--- src/rtl/lr_pkg.sv ---
// shared types and constants for the line rasterizer
package lr_pkg;

    localparam int COORD_BITS = 12;
    localparam int DEC_BITS   = COORD_BITS + 3;
    localparam int INC_BITS   = COORD_BITS + 2;

    localparam logic FUNC_START   = 1'b0;
    localparam logic FUNC_ADVANCE = 1'b1;

    typedef logic [COORD_BITS-1:0] t_coord;

    typedef struct packed {
        logic   func;
        t_coord x_start;
        t_coord y_start;
        t_coord x_end;
        t_coord y_end;
    } t_in_req;

    typedef struct packed {
        t_coord pixel_x;
        t_coord pixel_y;
        logic   last_pixel;
    } t_out_req;

    typedef struct packed {
        t_coord                      cur_x;
        t_coord                      cur_y;
        t_coord                      stop_x;
        t_coord                      stop_y;
        logic signed [DEC_BITS-1:0]  decision;
        logic signed [INC_BITS-1:0]  inc_hold;
        logic signed [INC_BITS-1:0]  inc_diag;
        logic                        steep_mode;
        logic                        y_falling;
        logic                        active;
    } t_line_state;

endpackage

--- src/rtl/line_rasterizer_core.sv ---
// top level of the bresenham line rasterizer
//
// integer bresenham line generator. a start request (func = 0) takes two
// endpoints, orders them so that x never decreases and returns the first
// pixel. each advance request (func = 1) returns the next pixel, with
// last_pixel set on the line's final endpoint; an advance with no line
// active is taken and returns nothing. a start drops any line in progress.
// shallow lines (|dy| <= dx) step x every pixel and end on x, steep lines
// step y every pixel and end on y. a single point gives one pixel with
// last_pixel set. throughput is one request per clock while the skid stage
// is free: line state is updated through the step unit (one add and
// compare on an advance) and the result lands in an output register. a skid
// stage behind the output register keeps the input open for one more
// request while the sink stalls; the input stalls only when both are full.
module line_rasterizer_core (
    input  logic             i_clk,
    input  logic             i_rst_n,
    input  logic             i_in_valid,
    output logic             o_in_ready,
    input  lr_pkg::t_in_req  i_in_req,
    output logic             o_out_valid,
    input  logic             i_out_ready,
    output lr_pkg::t_out_req o_out_req
);

    // line state registers
    lr_pkg::t_line_state r_state, n_state;
    lr_pkg::t_out_req    step_result;
    logic                step_result_valid;
    logic                in_accept;
    logic                buf_room;

    assign o_in_ready = buf_room;
    assign in_accept  = i_in_valid && buf_room;

    // setup or advance from the current state
    lr_step u_step (
        .i_state        (r_state),
        .i_req          (i_in_req),
        .o_state        (n_state),
        .o_result       (step_result),
        .o_result_valid (step_result_valid)
    );

    always_ff @(posedge i_clk) begin
        if (!i_rst_n) begin
            r_state <= '0;
        end else if (in_accept) begin
            r_state <= n_state;
        end
    end

    // result register plus skid entry
    lr_out_buf u_out_buf (
        .i_clk   (i_clk),
        .i_rst_n (i_rst_n),
        .i_push  (in_accept && step_result_valid),
        .i_data  (step_result),
        .o_room  (buf_room),
        .o_valid (o_out_valid),
        .o_data  (o_out_req),
        .i_ready (i_out_ready)
    );

endmodule

--- src/rtl/lr_step.sv ---
// line setup and single pixel advance, combinational
module lr_step (
    input  lr_pkg::t_line_state i_state,
    input  lr_pkg::t_in_req     i_req,
    output lr_pkg::t_line_state o_state,
    output lr_pkg::t_out_req    o_result,
    output logic                o_result_valid
);

    localparam int CB = lr_pkg::COORD_BITS;
    localparam int DB = lr_pkg::DEC_BITS;
    localparam int IB = lr_pkg::INC_BITS;

    logic                 swap;
    lr_pkg::t_coord       x0, y0, x1, y1, dx, ady;
    logic                 falling, steep;
    logic signed [DB-1:0] dx_s, ady_s;
    logic signed [IB-1:0] dx2, ady2;
    logic signed [DB-1:0] hold_ext, diag_ext;
    lr_pkg::t_coord       y_stepped, x_next;
    logic                 last;

    // setup datapath
    always_comb begin
        swap    = i_req.x_end < i_req.x_start;
        x0      = swap ? i_req.x_end   : i_req.x_start;
        y0      = swap ? i_req.y_end   : i_req.y_start;
        x1      = swap ? i_req.x_start : i_req.x_end;
        y1      = swap ? i_req.y_start : i_req.y_end;
        dx      = x1 - x0;
        falling = y1 < y0;
        ady     = falling ? (y0 - y1) : (y1 - y0);
        steep   = ady > dx;
        dx_s    = signed'({{(DB-CB){1'b0}}, dx});
        ady_s   = signed'({{(DB-CB){1'b0}}, ady});
        dx2     = signed'({{(IB-CB-1){1'b0}}, dx, 1'b0});
        ady2    = signed'({{(IB-CB-1){1'b0}}, ady, 1'b0});
    end

    // advance datapath
    always_comb begin
        hold_ext  = {{(DB-IB){i_state.inc_hold[IB-1]}}, i_state.inc_hold};
        diag_ext  = {{(DB-IB){i_state.inc_diag[IB-1]}}, i_state.inc_diag};
        y_stepped = i_state.y_falling ? (i_state.cur_y - CB'(1)) : (i_state.cur_y + CB'(1));
        x_next    = i_state.cur_x + CB'(1);
    end

    always_comb begin
        o_state        = i_state;
        last           = 1'b0;
        o_result_valid = 1'b1;
        if (i_req.func == lr_pkg::FUNC_START) begin
            o_state.steep_mode = steep;
            o_state.y_falling  = falling;
            if (steep) begin
                o_state.decision = ady_s - (dx_s <<< 1);
                o_state.inc_hold = -dx2;
            end else begin
                o_state.decision = (ady_s <<< 1) - dx_s;
                o_state.inc_hold = ady2;
            end
            o_state.inc_diag = ady2 - dx2;
            o_state.cur_x    = x0;
            o_state.cur_y    = y0;
            o_state.stop_x   = x1;
            o_state.stop_y   = y1;
            last             = (dx == '0) && (ady == '0);
            o_state.active   = !last;
        end else if (!i_state.active) begin
            o_result_valid = 1'b0;
        end else begin
            if (i_state.steep_mode) begin
                if (i_state.decision > 0) begin
                    o_state.decision = i_state.decision + hold_ext;
                end else begin
                    o_state.decision = i_state.decision + diag_ext;
                    o_state.cur_x    = x_next;
                end
                o_state.cur_y = y_stepped;
                last          = y_stepped == i_state.stop_y;
            end else begin
                if (i_state.decision <= 0) begin
                    o_state.decision = i_state.decision + hold_ext;
                end else begin
                    o_state.decision = i_state.decision + diag_ext;
                    o_state.cur_y    = y_stepped;
                end
                o_state.cur_x = x_next;
                last          = x_next == i_state.stop_x;
            end
            if (last) begin
                o_state.active = 1'b0;
            end
        end
        o_result.pixel_x    = o_state.cur_x;
        o_result.pixel_y    = o_state.cur_y;
        o_result.last_pixel = last;
    end

endmodule

--- src/rtl/lr_out_buf.sv ---
// two entry output register with skid stage
module lr_out_buf (
    input  logic             i_clk,
    input  logic             i_rst_n,
    input  logic             i_push,
    input  lr_pkg::t_out_req i_data,
    output logic             o_room,
    output logic             o_valid,
    output lr_pkg::t_out_req o_data,
    input  logic             i_ready
);

    logic             r_out_valid, r_skid_valid;
    lr_pkg::t_out_req r_out_data, r_skid_data;
    logic             out_free;

    assign out_free = !r_out_valid || i_ready;
    assign o_room   = !r_skid_valid;
    assign o_valid  = r_out_valid;
    assign o_data   = r_out_data;

    always_ff @(posedge i_clk) begin
        if (!i_rst_n) begin
            r_out_valid  <= 1'b0;
            r_skid_valid <= 1'b0;
        end else if (out_free) begin
            if (r_skid_valid) begin
                r_out_valid  <= 1'b1;
                r_out_data   <= r_skid_data;
                r_skid_valid <= 1'b0;
            end else begin
                r_out_valid <= i_push;
                r_out_data  <= i_data;
            end
        end else if (i_push) begin
            r_skid_valid <= 1'b1;
            r_skid_data  <= i_data;
        end
    end

endmodule

--- config.mk ---
export PLATFORM = sky130hd
export DESIGN_NAME = line_rasterizer_core
export DESIGN_NICKNAME = d
export VERILOG_FILES = /design/src/rtl/lr_pkg.sv /design/src/rtl/line_rasterizer_core.sv /design/src/rtl/lr_step.sv /design/src/rtl/lr_out_buf.sv
export SDC_FILE = /design/constraint.sdc
export NUM_CORES = 1
export LEC_CHECK = 0
export BUFFER_PORTS_ARGS = -buffer_cell sky130_fd_sc_hd__buf_2
export CORE_MARGIN = 4
export CORE_UTILIZATION = 35
export CTS_BUF_LIST = sky130_fd_sc_hd__clkbuf_8
export DETAILED_ROUTE_END_ITERATION = 6
export SLEW_MARGIN = 20
export SYNTH_ARGS = -nofsm -noshare
export SYNTH_HDL_FRONTEND = slang
export SYNTH_SLANG_ARGS = --single-unit
--- constraint.sdc ---
create_clock -name i_clk -period 9.1 [get_ports i_clk]
set_input_delay 1.365 -clock i_clk [delete_from_list [all_inputs] [get_ports i_clk]]
set_output_delay 1.365 -clock i_clk [all_outputs]
set_load 0.05 [all_outputs]
==> results.tsv, run 1 <==
metric	value	unit
instance count of the mapped netlist	1512	
number of nets with antenna violations after detailed routing	0	
critical path capture point type	flip-flop	
number of maximum-capacitance constraint violations	0	
xor and xnor area share after synthesis	9.98	%
total number of H-tree levels	4	
full die area	37800	sq um
net total in the final layout	1706	
minimum setup slack after placement	0.625	ns
DR DRC count	0	
Total Wirelength	38100	um
cell type of the slowest stage on the worst timing path	sky130_fd_sc_hd__xnor2_1	
leading area contributor after synthesis	sky130_fd_sc_hd__dfxtp_1	
pin slew with the least headroom to its limit	0.999	ns
remaining global-route overflow	0	
endpoints failing setup	0	
clock latency on the worst-skew pair	0.48	ns
total clock sinks	144	
startpoint of the lowest-slack register-to-register path	r_state[1]	
fraction of power consumed by sequential logic	26.0	%
detailed-route via count	11105	
TritonCTS clock tree	yes	
Leak	5.67	nW
count of distinct cell types in the synthesized netlist	91	
accumulated negative setup slack	0	ns
final cell count without fillers	2023	
Avg Cell Area, Syn	8.04	sq um
area fraction of the dominant cell type after synthesis	15.5	%
area of the core	33900	sq um
number of vias per cell	5.49	
Synth area leaders	sky130_fd_sc_hd__dfxtp_1 (15%), sky130_fd_sc_hd__edfxtp_1 (12%), sky130_fd_sc_hd__ha_1 (8.9%)	
boundary pin count	80	
TritonCTS Buffers	17	
final worst slack	1.07	ns
cts repair resizes	0	
biggest fanout along the worst timing path	22	
placement row count	67	
netlist area before placement	12200	sq um
Hold/Removal Path Class	flip-flop to flip-flop	
number of global-route vias before repair	10420	
result of the run	completed	
data required time of the critical path	9.44	ns
shortest period the worst path allows	8.03	ns
main combinational cell family by area after synthesis	compound AO/OA/AOI/OAI gates	
CP Launch Point	i_in_req[41]	
number of antenna violations at the first check in global routing	2	
# fillers	3491	
combinational share of power	56.6	%
Switching Fraction	46.7	%
first-pass detailed-route iteration total	5	
final non-filler cell area	13400	sq um
1st-iter DRT viols	773	
Critical Path Start Type	input port	
worst setup path class	input port to flip-flop	
largest net degree at the start of global routing	83	
Clock Skew	0.0273	ns
Placed Cells incl. Taps	1990	
final worst-path cycle share	88.2	%
total power divided by cell area	231	nW/um^2
post-synth net total	1657	
adder and majority cell fraction of the synthesized area	10.5	%
proportion of synthesized area in mux cells	5.04	%
Area growth, synth to finish	10.5	%
CP peak stage delay	0.54	ns
most repeated cell in the gate-level netlist after synthesis	sky130_fd_sc_hd__nand2_1	
overall die width	194	um
Clk pwr share	17.4	%
Die H	194	um
cell internal pwr	1.65	mW
share of the synthesized area in compound gates (AO/OA/AOI/OAI)	22.6	%
Post-CTS Repair Setup Buffers	0	
commonest cells in the synthesized netlist	sky130_fd_sc_hd__nand2_1 (233), sky130_fd_sc_hd__a21oi_1 (118), sky130_fd_sc_hd__o21ai_0 (102), sky130_fd_sc_hd__nor2_1 (99), sky130_fd_sc_hd__dfxtp_1 (94)	
routability congestion estimate	0.963	
Min-Delay Startpoint	r_state[9]	
share of final-layout standard cells stronger than drive strength 1	12.9	%
Detailed Place HPWL	29400	um
fin. max-slew vios	0	
total of buffers placed on input and output ports	79	
post-synthesis simple-gate area fraction	19.5	%
peak clock frequency supported by timing	125	MHz
average wire per standard cell	18.8	um
share of synthesized registers carrying an async set or reset	0	%
commonest register cell after synthesis	sky130_fd_sc_hd__dfxtp_1	
post-synthesis sequential area ratio	27.8	%
aggregate global-route resource usage	19.5	%
number of synthesized register bits	144	
net switching power	1.45	mW
maximum vdd ir drop	0.144	mV
relative max-transition margin	33.3	%
maximum count of clock buffers along a single path	2	
register-to-register setup slack	4.98	ns
EDFF count, synth	50	
count of yosys warnings during synthesis	0	
Root Buffer	sky130_fd_sc_hd__clkbuf_8	
unrepaired setup endpoints after global routing	false	
endpoints failing hold	0	
Starting Density	35.9	%
Post-CTS Hold Fix Bufs	0	
Arrival @ worst endpoint	8.36	ns
post-CTS clock slew at the launch and capture registers of the worst setup and hold paths	0.11	ns
placed instance area	13000	sq um
global-route wire length before repair	59400	um
utilization of the core after routing	39.7	%
[per-layer routing]
layer / vias to the layer above / GRT usage (%) / wire, um
met3: 44 / 3.29 / 2450
met1: 5174 / 29.2 / 18700
li1: 5533 / - / -
met5: - / 0 / 0
met4: 0 / 5.60 / 781
met2: 354 / 28.8 / 16200
[power by group through the flow]
stage	registers [mW]	clock network, mW	logic (mW)
after global routing	0.817	0.578	1.93
after detailed placement	0.821	0	1.74
final	0.807	0.538	1.75
after CTS	0.806	0.551	1.75
after floorplan	0.838	0	1.26
after global placement	0.821	0	1.72
[layout make-up]
type	instances	area [sq um]	share of cell area, %
clock inverters	15	184	1.37
well taps	448	561	4.17
inverters	65	244	1.82
diodes	1	2.50	0.0186
repair buffers	104	583	4.34
clock buffers	17	234	1.74
multi-input cells	1229	8250	61.4
flip-flops and latches	144	3380	25.2
[cells by family after synthesis]
| family | count (synthesis) |
|---|---|
| and+or+nand+nor | 513 |
| AOI/OAI and AO/OA | 422 |
| DFF | 144 |
| buffers and inverters | 139 |
| xor gates and xnor gates | 136 |
| adders and majority gates | 100 |
| muxes | 58 |
[sequential cells by signal, summed over array words and instances, names as in the netlist]
name                    count
u_out_buf.o_data           25
u_out_buf.r_skid_valid      1
r_state                    92
u_out_buf.r_skid_data      25
u_out_buf.o_valid           1
[stage by stage]
| stage | power [mW] | hold slack, ns |
|---|---|---|
| after floorplan | 2.10 | 0.436 |
| after global routing | 3.32 | 0.495 |
| after CTS | 3.10 | 0.468 |
| after global placement | 2.54 | 0.448 |
| final | 3.10 | 0.470 |
| after detailed placement | 2.56 | 0.454 |
[final timing paths]
path	end	cells after the start
worst min-delay path	r_state[9]	2
worst max register to register	u_out_buf.o_data[0]	15
worst min register to register	r_state[9]	2
worst max-delay path	r_state[32]	33
[cells in the final DEF, fill, tap and decap left out, types with 21 or more instances in the layout]
| cell | n |
|---|---|
| sky130_fd_sc_hd__nand2_1 | 233 |
| sky130_fd_sc_hd__a21oi_1 | 118 |
| sky130_fd_sc_hd__o21ai_0 | 102 |
| sky130_fd_sc_hd__nor2_1 | 97 |
| sky130_fd_sc_hd__dfxtp_1 | 94 |
| sky130_fd_sc_hd__ha_1 | 86 |
| sky130_fd_sc_hd__buf_2 | 79 |
| sky130_fd_sc_hd__xnor2_1 | 76 |
| sky130_fd_sc_hd__inv_1 | 62 |
| sky130_fd_sc_hd__xor2_1 | 56 |
| sky130_fd_sc_hd__edfxtp_1 | 50 |
| sky130_fd_sc_hd__nand3_1 | 33 |
| sky130_fd_sc_hd__mux2i_1 | 32 |
| sky130_fd_sc_hd__a21o_1 | 29 |
| sky130_fd_sc_hd__a31oi_1 | 25 |
| sky130_fd_sc_hd__mux2_2 | 25 |
| sky130_fd_sc_hd__buf_4 | 25 |
| sky130_fd_sc_hd__nor2b_1 | 23 |
| sky130_fd_sc_hd__nor3_1 | 22 |
| sky130_fd_sc_hd__nand2b_1 | 21 |
[worst max-delay path, delay by kind of cell]
| kind | cells | cell delay, ns |
|---|---|---|
| muxes | 3 | 0.61 |
| adders and majority gates | 3 | 0.89 |
| AOI/OAI and AO/OA | 11 | 2.53 |
| buffers and inverters | 5 | 0.94 |
| and+or+nand+nor | 10 | 1.48 |
| xor gates and xnor gates | 1 | 0.54 |
Power figures use the tool's default switching activity.
==> run 2: changes to the inputs <==
- GPL_TIMING_DRIVEN: unset -> 0
- clock period: 9.1 -> 7.8 ns (I/O delays scaled with it)
==> run 2 against run 1 <==
Final cell count rose by 3.2%. Critical path depth is 4 higher. Power grew 27%. Hold slack hardly changed. Design area grew 4.8%. Via count grew 5.4%. Sequential cell count unchanged. Core utilization grew 1.9 points. Die area did not move. Clock power up 17%. Largest cell class unchanged. Largest power group unchanged. Highest routed layer unchanged.
==> results.tsv, run 2 (same netlist as run 1, synthesis figures left out) <==
metric	value	unit
result of the run	completed	
1st-iter DRT viols	1055	
relative max-transition margin	37.5	%
number of antenna violations at the first check in global routing	0	
net total in the final layout	1770	
final cell count without fillers	2087	
post-CTS clock slew at the launch and capture registers of the worst setup and hold paths	0.10	ns
clock latency on the worst-skew pair	0.48	ns
total of buffers placed on input and output ports	74	
register-to-register setup slack	3.68	ns
TritonCTS Buffers	17	
R2R depth	15	
Leak	5.84	nW
area of the core	33900	sq um
aggregate global-route resource usage	21.2	%
total number of H-tree levels	4	
Starting Density	35.9	%
data required time of the critical path	8.18	ns
placement row count	67	
fin. max-slew vios	0	
number of vias per cell	5.61	
Top reg by flops	r_state	
biggest fanout along the worst timing path	10	
cell type of the slowest stage on the worst timing path	sky130_fd_sc_hd__a211o_1	
most common library cell in the layout ignoring fill and taps	sky130_fd_sc_hd__nand2_1	
TritonCTS clock tree	yes	
accumulated negative setup slack	0	ns
shortest period the worst path allows	7.72	ns
Worst setup endpoint	r_state[34]	
pin slew with the least headroom to its limit	0.930	ns
Detailed Place HPWL	32900	um
overall power after layout	3.92	mW
final worst slack	0.0789	ns
peak clock frequency supported by timing	130	MHz
maximum vdd ir drop	0.0989	mV
maximum count of clock buffers along a single path	2	
full die area	37800	sq um
final worst-path cycle share	99.0	%
Worst Path Buf+Inv	8	
average wire per standard cell	20.1	um
cell internal pwr	2.07	mW
combinational share of power	60.0	%
remaining global-route overflow	0	
Root Buffer	sky130_fd_sc_hd__clkbuf_8	
routability congestion estimate	0.951	
overall die width	194	um
minimum setup slack after placement	-2.40	ns
CP Launch Point	i_in_req[41]	
Switching Fraction	47.1	%
Arrival @ worst endpoint	8.10	ns
Largest delay share family, worst path	compound AO/OA/AOI/OAI gates	
DR DRC count	0	
CP peak stage delay	0.36	ns
# fillers	3480	
commonest cells after routing, fill and taps aside	sky130_fd_sc_hd__nand2_1 (232), sky130_fd_sc_hd__a21oi_1 (112), sky130_fd_sc_hd__nor2_1 (97), sky130_fd_sc_hd__dfxtp_1 (94), sky130_fd_sc_hd__o21ai_0 (92)	
depth of the critical timing path with buffers and inverters included	37	
fraction of power consumed by sequential logic	24.0	%
global-route wire length before repair	63500	um
number of global-route vias before repair	10943	
placed instance area	13100	sq um
number of flip-flops in the largest register	92	
Clock Skew	0.0194	ns
Area growth, synth to finish	15.8	%
number of maximum-capacitance constraint violations	0	
Critical Path Start Type	input port	
startpoint of the lowest-slack register-to-register path	r_state[1]	
reg2reg end	u_out_buf.o_data[0]	
worst setup path class	input port to flip-flop	
endpoints failing setup	0	
Die H	194	um
net switching power	1.85	mW
total power divided by cell area	278	nW/um^2
critical path capture point type	flip-flop	
Total Wirelength	41900	um
share of final-layout standard cells stronger than drive strength 1	15.8	%
Clk pwr share	16.0	%
Placed Cells incl. Taps	2034	
detailed-route via count	11709	
Hold/Removal Path Class	flip-flop to flip-flop	
first-pass detailed-route iteration total	5	
final non-filler cell area	14100	sq um
largest net degree at the start of global routing	26	
boundary pin count	80	
endpoints failing hold	0	
number of nets with antenna violations after detailed routing	0	
total clock sinks	144	
-- run 2: cell types whose count changed in the layout (fill, tap and decap cells not counted), moves of 5 or more --
cell,delta
sky130_fd_sc_hd__o21ai_0,-10
sky130_fd_sc_hd__a21oi_2,+5
sky130_fd_sc_hd__ha_1,-11
sky130_fd_sc_hd__xnor2_2,+5
sky130_fd_sc_hd__o21ai_1,+6
sky130_fd_sc_hd__a21oi_1,-6
sky130_fd_sc_hd__ha_4,+6
sky130_fd_sc_hd__buf_6,+5
sky130_fd_sc_hd__ha_2,+5
sky130_fd_sc_hd__xnor2_1,-5
sky130_fd_sc_hd__clkbuf_1,+48
sky130_fd_sc_hd__buf_1,+8
-- run 2: worst reg2reg max path, delay by kind of cell (launching register included) --
family / cells / cell delay, ns
XOR/XNOR: 2 / 0.42
flip-flops: 1 / 0.73
AND/OR/NAND/NOR: 1 / 0.21
AO/OA/AOI/OAI: 11 / 2.17
adder cells (fa/ha/maj): 1 / 0.34
-- run 2: worst min path at each step --
stage | from | end | slack (ns) | depth (start not counted)
after floorplan | r_state[7] | r_state[7] | 0.44 | 2
after global placement | r_state[7] | r_state[7] | 0.46 | 2
after detailed placement | r_state[7] | r_state[7] | 0.46 | 2
after CTS | r_state[7] | r_state[7] | 0.47 | 2
after global routing | r_state[31] | r_state[31] | 0.49 | 2
final | r_state[7] | r_state[7] | 0.47 | 2
-- run 2: timing repair --
| action | 4_1_cts | 5_1_grt |
|---|---|---|
| endpoints found under the setup margin | 41 | 30 |
| gates cloned | 1 | 0 |
| hold buffers | 0 | 0 |
| gates resized for setup | 57 | 43 |
| pin swaps | 6 | 15 |
| hold endpoints to repair | 0 | 0 |
| buffers inserted | 6 | 15 |
-- run 2: power groups by stage --
stage          clock network (mW)  logic, mW  registers [mW]
2_1_floorplan                   0       1.48           0.977
3_3_place_gp                    0       2.06           0.956
3_5_place_dp                    0       2.08           0.956
4_1_cts                     0.634       2.22           0.938
5_1_grt                     0.667       2.55           0.949
6_report                    0.628       2.35           0.940
-- run 2: metal layers --
metal / global-route usage, % / vias up / share of wire (%)
met3: 2.84 / 72 / 6.6
met1: 31.5 / 5536 / 48
met5: 0 / - / 0
met4: 5.26 / 0 / 2.4
met2: 32.4 / 446 / 43
li1: - / 5655 / -
-- run 2: area by class of cell --
cell class	count	area, sq um	area share (%)
tap	448	561	3.98
clock buffer	18	248	1.76
antenna	1	2.50	0.0178
clock inverter	14	176	1.25
inverter	65	244	1.73
timing repair buffer	96	538	3.82
buffer	72	382	2.71
sequential	144	3380	24.0
multi-input combinational	1229	8550	60.7
-- run 2: per-stage QoR --
stage          hold slack (ns)  utilization (%)
6_report                 0.470             41.6
5_1_grt                  0.493             41.6
4_1_cts                  0.470             40.7
3_5_place_dp             0.455             38.7
3_3_place_gp             0.456             38.7
2_1_floorplan            0.436                -
